### config.mk
export PLATFORM = sky130hd
export DESIGN_NAME = snp_div
export DESIGN_NICKNAME = d
export VERILOG_FILES = /design/src/snp_pkg.sv /design/src/snp_div.sv
export SDC_FILE = /design/constraint.sdc
export NUM_CORES = 1
export LEC_CHECK = 0
export ABC_AREA = 1
export BUFFER_PORTS_ARGS = -buffer_cell sky130_fd_sc_hd__buf_2
export CORE_ASPECT_RATIO = 1.2
export CORE_MARGIN = 3
export CORE_UTILIZATION = 50
export DETAILED_ROUTE_END_ITERATION = 7
export GPL_ROUTABILITY_DRIVEN = 0
export PLACE_DENSITY = 0.77
export RECOVER_POWER = 100
export SYNTH_ARGS = -nofsm -noshare
export SYNTH_HDL_FRONTEND = slang
export SYNTH_SLANG_ARGS = --single-unit
### constraint.sdc
create_clock -name clk -period 5.3 [get_ports clk]
set_input_delay 1.06 -clock clk [delete_from_list [all_inputs] [get_ports clk]]
set_output_delay 1.06 -clock clk [all_outputs]
set_load 0.02 [all_outputs]
### src/snp_pkg.sv
`timescale 1ns / 1ps
// ----------------------------------------------------------------------------
// snp_pkg
// Shared types, codes and saturation helpers of the snapshot table.
// ----------------------------------------------------------------------------
package snp_pkg;

	localparam logic [1:0] ACT_PUSH   = 2'd0;
	localparam logic [1:0] ACT_REMOVE = 2'd1;
	localparam logic [1:0] ACT_INTERP = 2'd2;

	localparam logic [1:0] STAT_OK        = 2'd0;
	localparam logic [1:0] STAT_NO_SLOT   = 2'd1;
	localparam logic [1:0] STAT_NOT_FOUND = 2'd2;

	localparam logic [1:0] MODE_HOLD   = 2'd0;
	localparam logic [1:0] MODE_INTERP = 2'd1;
	localparam logic [1:0] MODE_EXTRAP = 2'd2;

	localparam int CFG_IDX_W  = 1;
	localparam int CFG_DATA_W = 22;
	localparam logic [CFG_IDX_W-1:0] REG_RENDER_DELAY = 1'b0;
	localparam logic [CFG_IDX_W-1:0] REG_EXTRAP_CAP   = 1'b1;
	localparam logic [19:0] RENDER_DELAY_RST = 20'd100000;
	localparam logic [21:0] EXTRAP_CAP_RST   = 22'd2000000;

	// Angles: 8192 per radian.
	localparam int TWO_PI_Q  = 51472;
	localparam int HALF_WRAP = 25736;
	localparam int HALF_PI_Q = 12868;

	// Restoring divider size.
	localparam int DIV_NW = 58;
	localparam int DIV_DW = 42;

	typedef struct packed {
		logic [1:0]         action;
		logic [7:0]         object_id;
		logic signed [31:0] pos_x_in;
		logic signed [31:0] pos_y_in;
		logic signed [31:0] pos_z_in;
		logic signed [15:0] yaw_in;
		logic signed [15:0] pitch_in;
		logic [39:0]        arrival_time_us;
		logic [19:0]        step_us;
	} snp_in_t;

	typedef struct packed {
		logic [1:0]         status;
		logic [1:0]         pose_mode;
		logic signed [31:0] pos_x_out;
		logic signed [31:0] pos_y_out;
		logic signed [31:0] pos_z_out;
		logic signed [15:0] yaw_out;
		logic signed [15:0] pitch_out;
	} snp_out_t;

	typedef struct packed {
		logic [1:0]        held;
		logic [2:0][31:0]  o_pos;
		logic [2:0][31:0]  n_pos;
		logic [1:0][15:0]  o_ang;
		logic [1:0][15:0]  n_ang;
		logic [39:0]       o_time;
		logic [39:0]       n_time;
		logic [47:0]       render;
	} snp_entry_t;

	function automatic logic [31:0] sat32(input logic signed [57:0] v);
		if (v > 58'sd2147483647)
			return 32'h7FFF_FFFF;
		else if (v < -58'sd2147483648)
			return 32'h8000_0000;
		else
			return v[31:0];
	endfunction

	function automatic logic [31:0] sat16(input logic signed [57:0] v);
		if (v > 58'sd32767)
			return 32'h0000_7FFF;
		else if (v < -58'sd32768)
			return 32'hFFFF_8000;
		else
			return {{16{v[15]}}, v[15:0]};
	endfunction

	function automatic logic [31:0] clamp_pitch(input logic signed [57:0] v);
		if (v > 58'(HALF_PI_Q))
			return 32'(HALF_PI_Q);
		else if (v < -58'(HALF_PI_Q))
			return -32'(HALF_PI_Q);
		else
			return v[31:0];
	endfunction

endpackage

### src/snp_div.sv
`timescale 1ns / 1ps
// ----------------------------------------------------------------------------
// snp_div
// Restoring unsigned divider, one quotient bit per cycle.
// ----------------------------------------------------------------------------
module snp_div (
	input  logic                       clk,
	input  logic                       arst_n,
	input  logic                       start,
	input  logic [snp_pkg::DIV_NW-1:0] num,
	input  logic [snp_pkg::DIV_DW-1:0] den,
	output logic                       done,
	output logic [snp_pkg::DIV_NW-1:0] quo
);
	import snp_pkg::*;

	localparam int CNT_W = $clog2(DIV_NW + 1);

	logic [DIV_DW-1:0] rem_q;
	logic [DIV_DW-1:0] den_q;
	logic [DIV_NW-1:0] nq_q;
	logic [CNT_W-1:0]  cnt_q;
	logic              busy_q;
	logic              done_q;
	logic [DIV_DW:0]   shifted;
	logic [DIV_DW:0]   diff;
	logic              ge;

	// The remainder stays below the divisor, so the shifted value fits one extra bit.
	assign shifted = {rem_q, nq_q[DIV_NW-1]};
	assign ge      = shifted >= {1'b0, den_q};
	assign diff    = shifted - {1'b0, den_q};

	always_ff @(posedge clk or negedge arst_n) begin
		if (!arst_n) begin
			busy_q <= 1'b0;
			done_q <= 1'b0;
			cnt_q  <= '0;
			rem_q  <= '0;
			den_q  <= '0;
			nq_q   <= '0;
		end else begin
			done_q <= 1'b0;
			if (start) begin
				rem_q  <= '0;
				den_q  <= den;
				nq_q   <= num;
				cnt_q  <= CNT_W'(DIV_NW);
				busy_q <= 1'b1;
			end else if (busy_q) begin
				rem_q <= ge ? diff[DIV_DW-1:0] : shifted[DIV_DW-1:0];
				nq_q  <= {nq_q[DIV_NW-2:0], ge};
				cnt_q <= cnt_q - CNT_W'(1);
				if (cnt_q == CNT_W'(1)) begin
					busy_q <= 1'b0;
					done_q <= 1'b1;
				end
			end
		end
	end

	assign done = done_q;
	assign quo  = nq_q;
endmodule

### Word level (Yosys, flattened, before mapping)

Cells that the tools add are included.

* input port bits: 103
* register bits after elaboration: 150
* logic and storage cells: 24
* output and inout bits: 59

* reduce and logical (&&, ||, !) cells: 1
* add/subtract/negate cells: 2
* equal/unequal tests: 1
* mux-type cells: 13
* order comparisons: 1

Operators by type and width (count)
* 2-to-1 mux 42 bit: 3
* 2-to-1 mux 58 bit: 2
* >= comparator 43 x 42 -> 1 bit: 1
* subtractor 42 bit: 1
* 2-to-1 mux 6 bit: 2
* == test 6 x 1 -> 1 bit, second input constant: 1
* 2-to-1 mux 1 bit: 6
* subtractor 6 x 1 -> 6 bit, second input constant: 1
* nonzero test 2 bit: 1

### Longest topological paths before layout

* word-level depth: 4
* gate-level depth with buffers: 18
* gate-level depth less buffers: 18

### Worst setup path before layout

No wires, ideal clock.

* path kind: input to register
* start point: input port start
* end point: register nq_q[47], in the netlist quo[47]
* stages: 6
* buffers on the path: 3
* setup time: 0.142 ns
* arrival time: 2.032 ns
* path slack: 3.126 ns
* path through: buf_2 -> nor2_1 -> inv_1 -> clkbuf_1 -> buf_1 -> o221ai_1

* longest elaborated chain between the ends: 1
* elaborated cells on any way between the ends: 2

Ends and longest elaborated chain
* start, declared: line snp_div.sv:9 `input logic start,`
* 2-to-1 mux 58 bit / nonzero test 2 bit (equally long branches)
* end signal, assigned: line snp_div.sv:47 `nq_q <= num;`
* end signal, assigned: line snp_div.sv:52 `nq_q <= {nq_q[DIV_NW-2:0], ge};`
* end, declared: line snp_div.sv:21 `logic [DIV_NW-1:0] nq_q;`

Several ways; a longest one is shown, not always the timed one.
A chain may end at the register's enable or synchronous reset.

### Worst setup path in the final report

* start point: register rem_q[32]
* end point: register rem_q[24]

* longest elaborated chain between the ends: 4

Ends and longest elaborated chain
* start, declared: line snp_div.sv:19 `logic [DIV_DW-1:0] rem_q;`
* start signal, assigned: line snp_div.sv:51 `rem_q <= ge ? diff[DIV_DW-1:0] : shifted[DIV_DW-1:0];`
* >= comparator 43 x 42 -> 1 bit: line snp_div.sv:31 `assign ge = shifted >= {1'b0, den_q};`
* 2-to-1 mux 42 bit: line snp_div.sv:51
* 2-to-1 mux 42 bit: line snp_div.sv:50 `end else if (busy_q) begin`
* 2-to-1 mux 42 bit: line snp_div.sv:44 `if (start) begin`

Every way passes these cells. The select of a mux whose other input is x is not followed.

==> results.md <==
* Gr ovfl total at 0
* Largest net degree at the start of global routing at 78
* Cell Area, Synth at 10100 um^2
* WHS at 0.514 ns
* Most common cell in the synthesized netlist: nand2_1
* Global Route Usage Sum at 0.251
* Setup repair bufs after CTS at 0
* Cts hold-fix bufs at 0
* Xor and xnor area share after synthesis at 0.0173
* CP max stage cell: nor2_2
* Max FO, Critical Path at 44
* Drt drc at 0
* Clk pwr share at 0.296
* Maximum buffer depth of the clock tree at 2
* Top post-synthesis cells by area: dfrtp_1 37%, nand2_1 21%, inv_1 10%
* H-tree depth reported by CTS at 4
* Failing checks: max-capacitance violations, max-slew violations
* Worst setup SP type: register
* Most frequent cells after synthesis: 574 x nand2_1, 279 x inv_1, 150 x dfrtp_1
* DIE WIDTH at 136 um
* Unrepaired setup endpoints after global routing: no
* Latest clock arrival within the worst-skew pair at 0.44 ns
* Post-synth ARST share at 1.00
* P per Cell Area at 346 nW/um^2
* Fin crit share at 0.722
* Share of layout cells above drive strength 1 at 0.0949
* First-pass GRT wire length at 44900 um
* Ports at 162
* Slowest stage delay, CP at 1.52 ns
* Via count at 9723
* Clock sink total at 150
* Max Freq at 261 MHz
* Placed cell areas at 11000 um^2
* Avg Cell Area, Syn at 6.75 um^2
* Status: finished with violations
* Crit path time final at 3.83 ns
* Antenna Nets Post-Route at 0
* HPWL Detailed at 19900 um
* Syn nets at 1644
* Mux share of post-synthesis cell area at 0
* Sequential area share after synthesis at 0.372
* Critical Setup Path Class: register to register
* 1st-pass router iterations at 5
* PostCTS Resize Cnt at 0
* Cells after Synth at 1496
* Post-DR wirelength/cell at 14.0 um
* Core Area at 19700 um^2
* Combinational family with the most area after synthesis: simple AND/OR/NAND/NOR gates
* Row count at 56
* Area grow syn2layout at 13.7%
* Switching power at 1.61 mW
* Synth top area share at 0.372
* Clk slew on worst S/H paths at 0.07 ns
* Initial detailed-routing violation count at 606
* Sw Share at 0.406
* Final setup fails at 0
* Ys Warns at 0
* Vias per cell at 5.10
* Crit. End Element: register
* Gate power share at 0.359
* Initial Utilization at 0.513
* Full die area at 22000 um^2
* Max Cap Viol at 4
* Final instance area at 11500 um^2
* Slew @ Worst Pin at 2.09 ns
* Req. time, crit path at 5.62 ns
* CP arrival at 4.15 ns
* Yosys reg bits at 150
* TritonCTS clock tree: built
* Pwr Total at 3.98 mW
* Post-Synth Adder-Cell Area at 0.0565
* Most frequent cell on the critical path: nand2_1
* Ant. Diodes at 0
* Vias in the first global route at 9467
* Root cell of the clock tree: clkbuf_16
* Internal Dissipation at 2.36 mW
* Distinct cells, synth at 38
* Endpoints failing hold at 0
* IO Port Bufs at 161
* Final Util at 0.583
* Synth Area in Simple Gates at 0.317
* Final nets at 1779
* Fin. max-slew vios at 191
* Initial antenna violation count at 0
* Ys flop type: dfrtp_1
* HP Class: register to register
* Total CTS buffers at 17
* Post-route setup TNS at 0 ns
* Compound-gate portion of the synthesized area at 0.106
* Rel. slew slack at -0.396
* Max IR drop VDD at 0.000233 V
* Die extent in y at 162 um
* Sequential share of power at 0.345
* Drt total wl at 26700 um
* EDFF count, synth at 0
* Clk_skew at 0.0159 ns
* CP cell instances: ha_1 -> nand2_1 -> inv_1 -> a21oi_1 -> nand2_1 -> nand2_1 -> nand2_1 -> nor2_2 -> nand2_8 -> nand2_1 -> nand2_1 -> nand2_1 -> nand2_1
* Post-synth top area cell: dfrtp_1
* Lkg Pwr at 6.59 nW
-- per-layer routing --
layer  vias to the layer above  part of all wire  global-route usage
li1                       4926                 -                   -
met1                      4432              0.43               0.317
met2                       321              0.47               0.421
met3                        44             0.067              0.0517
met4                         0             0.028              0.0985
met5                         -                 0                   0
-- cell type report --
class                      count  area, um^2
multi-input combinational   1015        5020
clock inverter                14         135
tap                          261         327
timing repair buffer         167         769
fill                        1901        8200
sequential                   150        3750
inverter                     280        1050
clock buffer                  18         429
-- power groups by stage --
stage | Sequential [mW] | Clock, mW | Combinational (mW)
global route | 1.39 | 1.25 | 1.62
detailed placement | 1.39 | 0 | 1.42
global placement | 1.39 | 0 | 1.40
floorplan | 1.42 | 0 | 0.986
finish | 1.37 | 1.18 | 1.43
CTS | 1.37 | 1.20 | 1.43
-- cell usage in the layout, fill, tap and decap left out, drive strengths merged, types with 6 or more instances in the layout --
cell type  Yosys  routed
a21oi         32      32
buf           24     104
clkbuf        27      81
dfrtp        150     150
ha            44      44
inv          280     288
nand2        581     581
nand3         96      96
nand3b         9       9
nor2          88      88
nor3           6       6
o21ai         59      59
o221ai        56      56
xnor2          7       7
xor2          13      13
-- registers in the layout (all words and copies together) (netlist names) --
signal and flops:
busy_q 1, done 1, cnt_q 6, rem_q 42, den_q 42, quo 58
-- path summary, 6_finish.rpt --
| check | start | to | slack [ns] | cells after the start |
|---|---|---|---|---|
| worst max-delay path | rem_q[32] | rem_q[24] | 1.47 | 13 |
| worst min-delay path | rem_q[31] | rem_q[31] | 0.51 | 2 |
| worst max register to register | rem_q[32] | rem_q[24] | 1.47 | 13 |
| worst min register to register | rem_q[31] | rem_q[31] | 0.51 | 2 |
| max in group asynchronous | arst_n | cnt_q[2] | 1.69 | 2 |
| min in group asynchronous | arst_n | den_q[14] | 1.22 | 1 |
-- kinds of logic (layout without fill, tap and decap cells) --
logic type,count (synthesis),count (layout)
DFF,150,150
xor gates and xnor gates,20,20
adders and majority gates,45,45
AOI/OAI and AO/OA,163,163
buffers and inverters,331,479
and+or+nand+nor,787,787
-- worst max-delay path: cells and delay by family, from the launching register on --
family / cells / cell delay [ns]
buffers and inverters: 1 / 0.07
AO/OA/AOI/OAI: 1 / 0.20
flip-flops: 1 / 0.41
AND/OR/NAND/NOR: 10 / 2.62
adder cells (fa/ha/maj): 1 / 0.36
-- per-stage QoR --
step	worst slack [ns]	cells
floorplan	3.13	1496
global placement	2.31	1873
detailed placement	2.28	1873
CTS	2.24	1905
global route	1.02	1905
finish	1.47	1905
(Power assumes the default switching activity.)
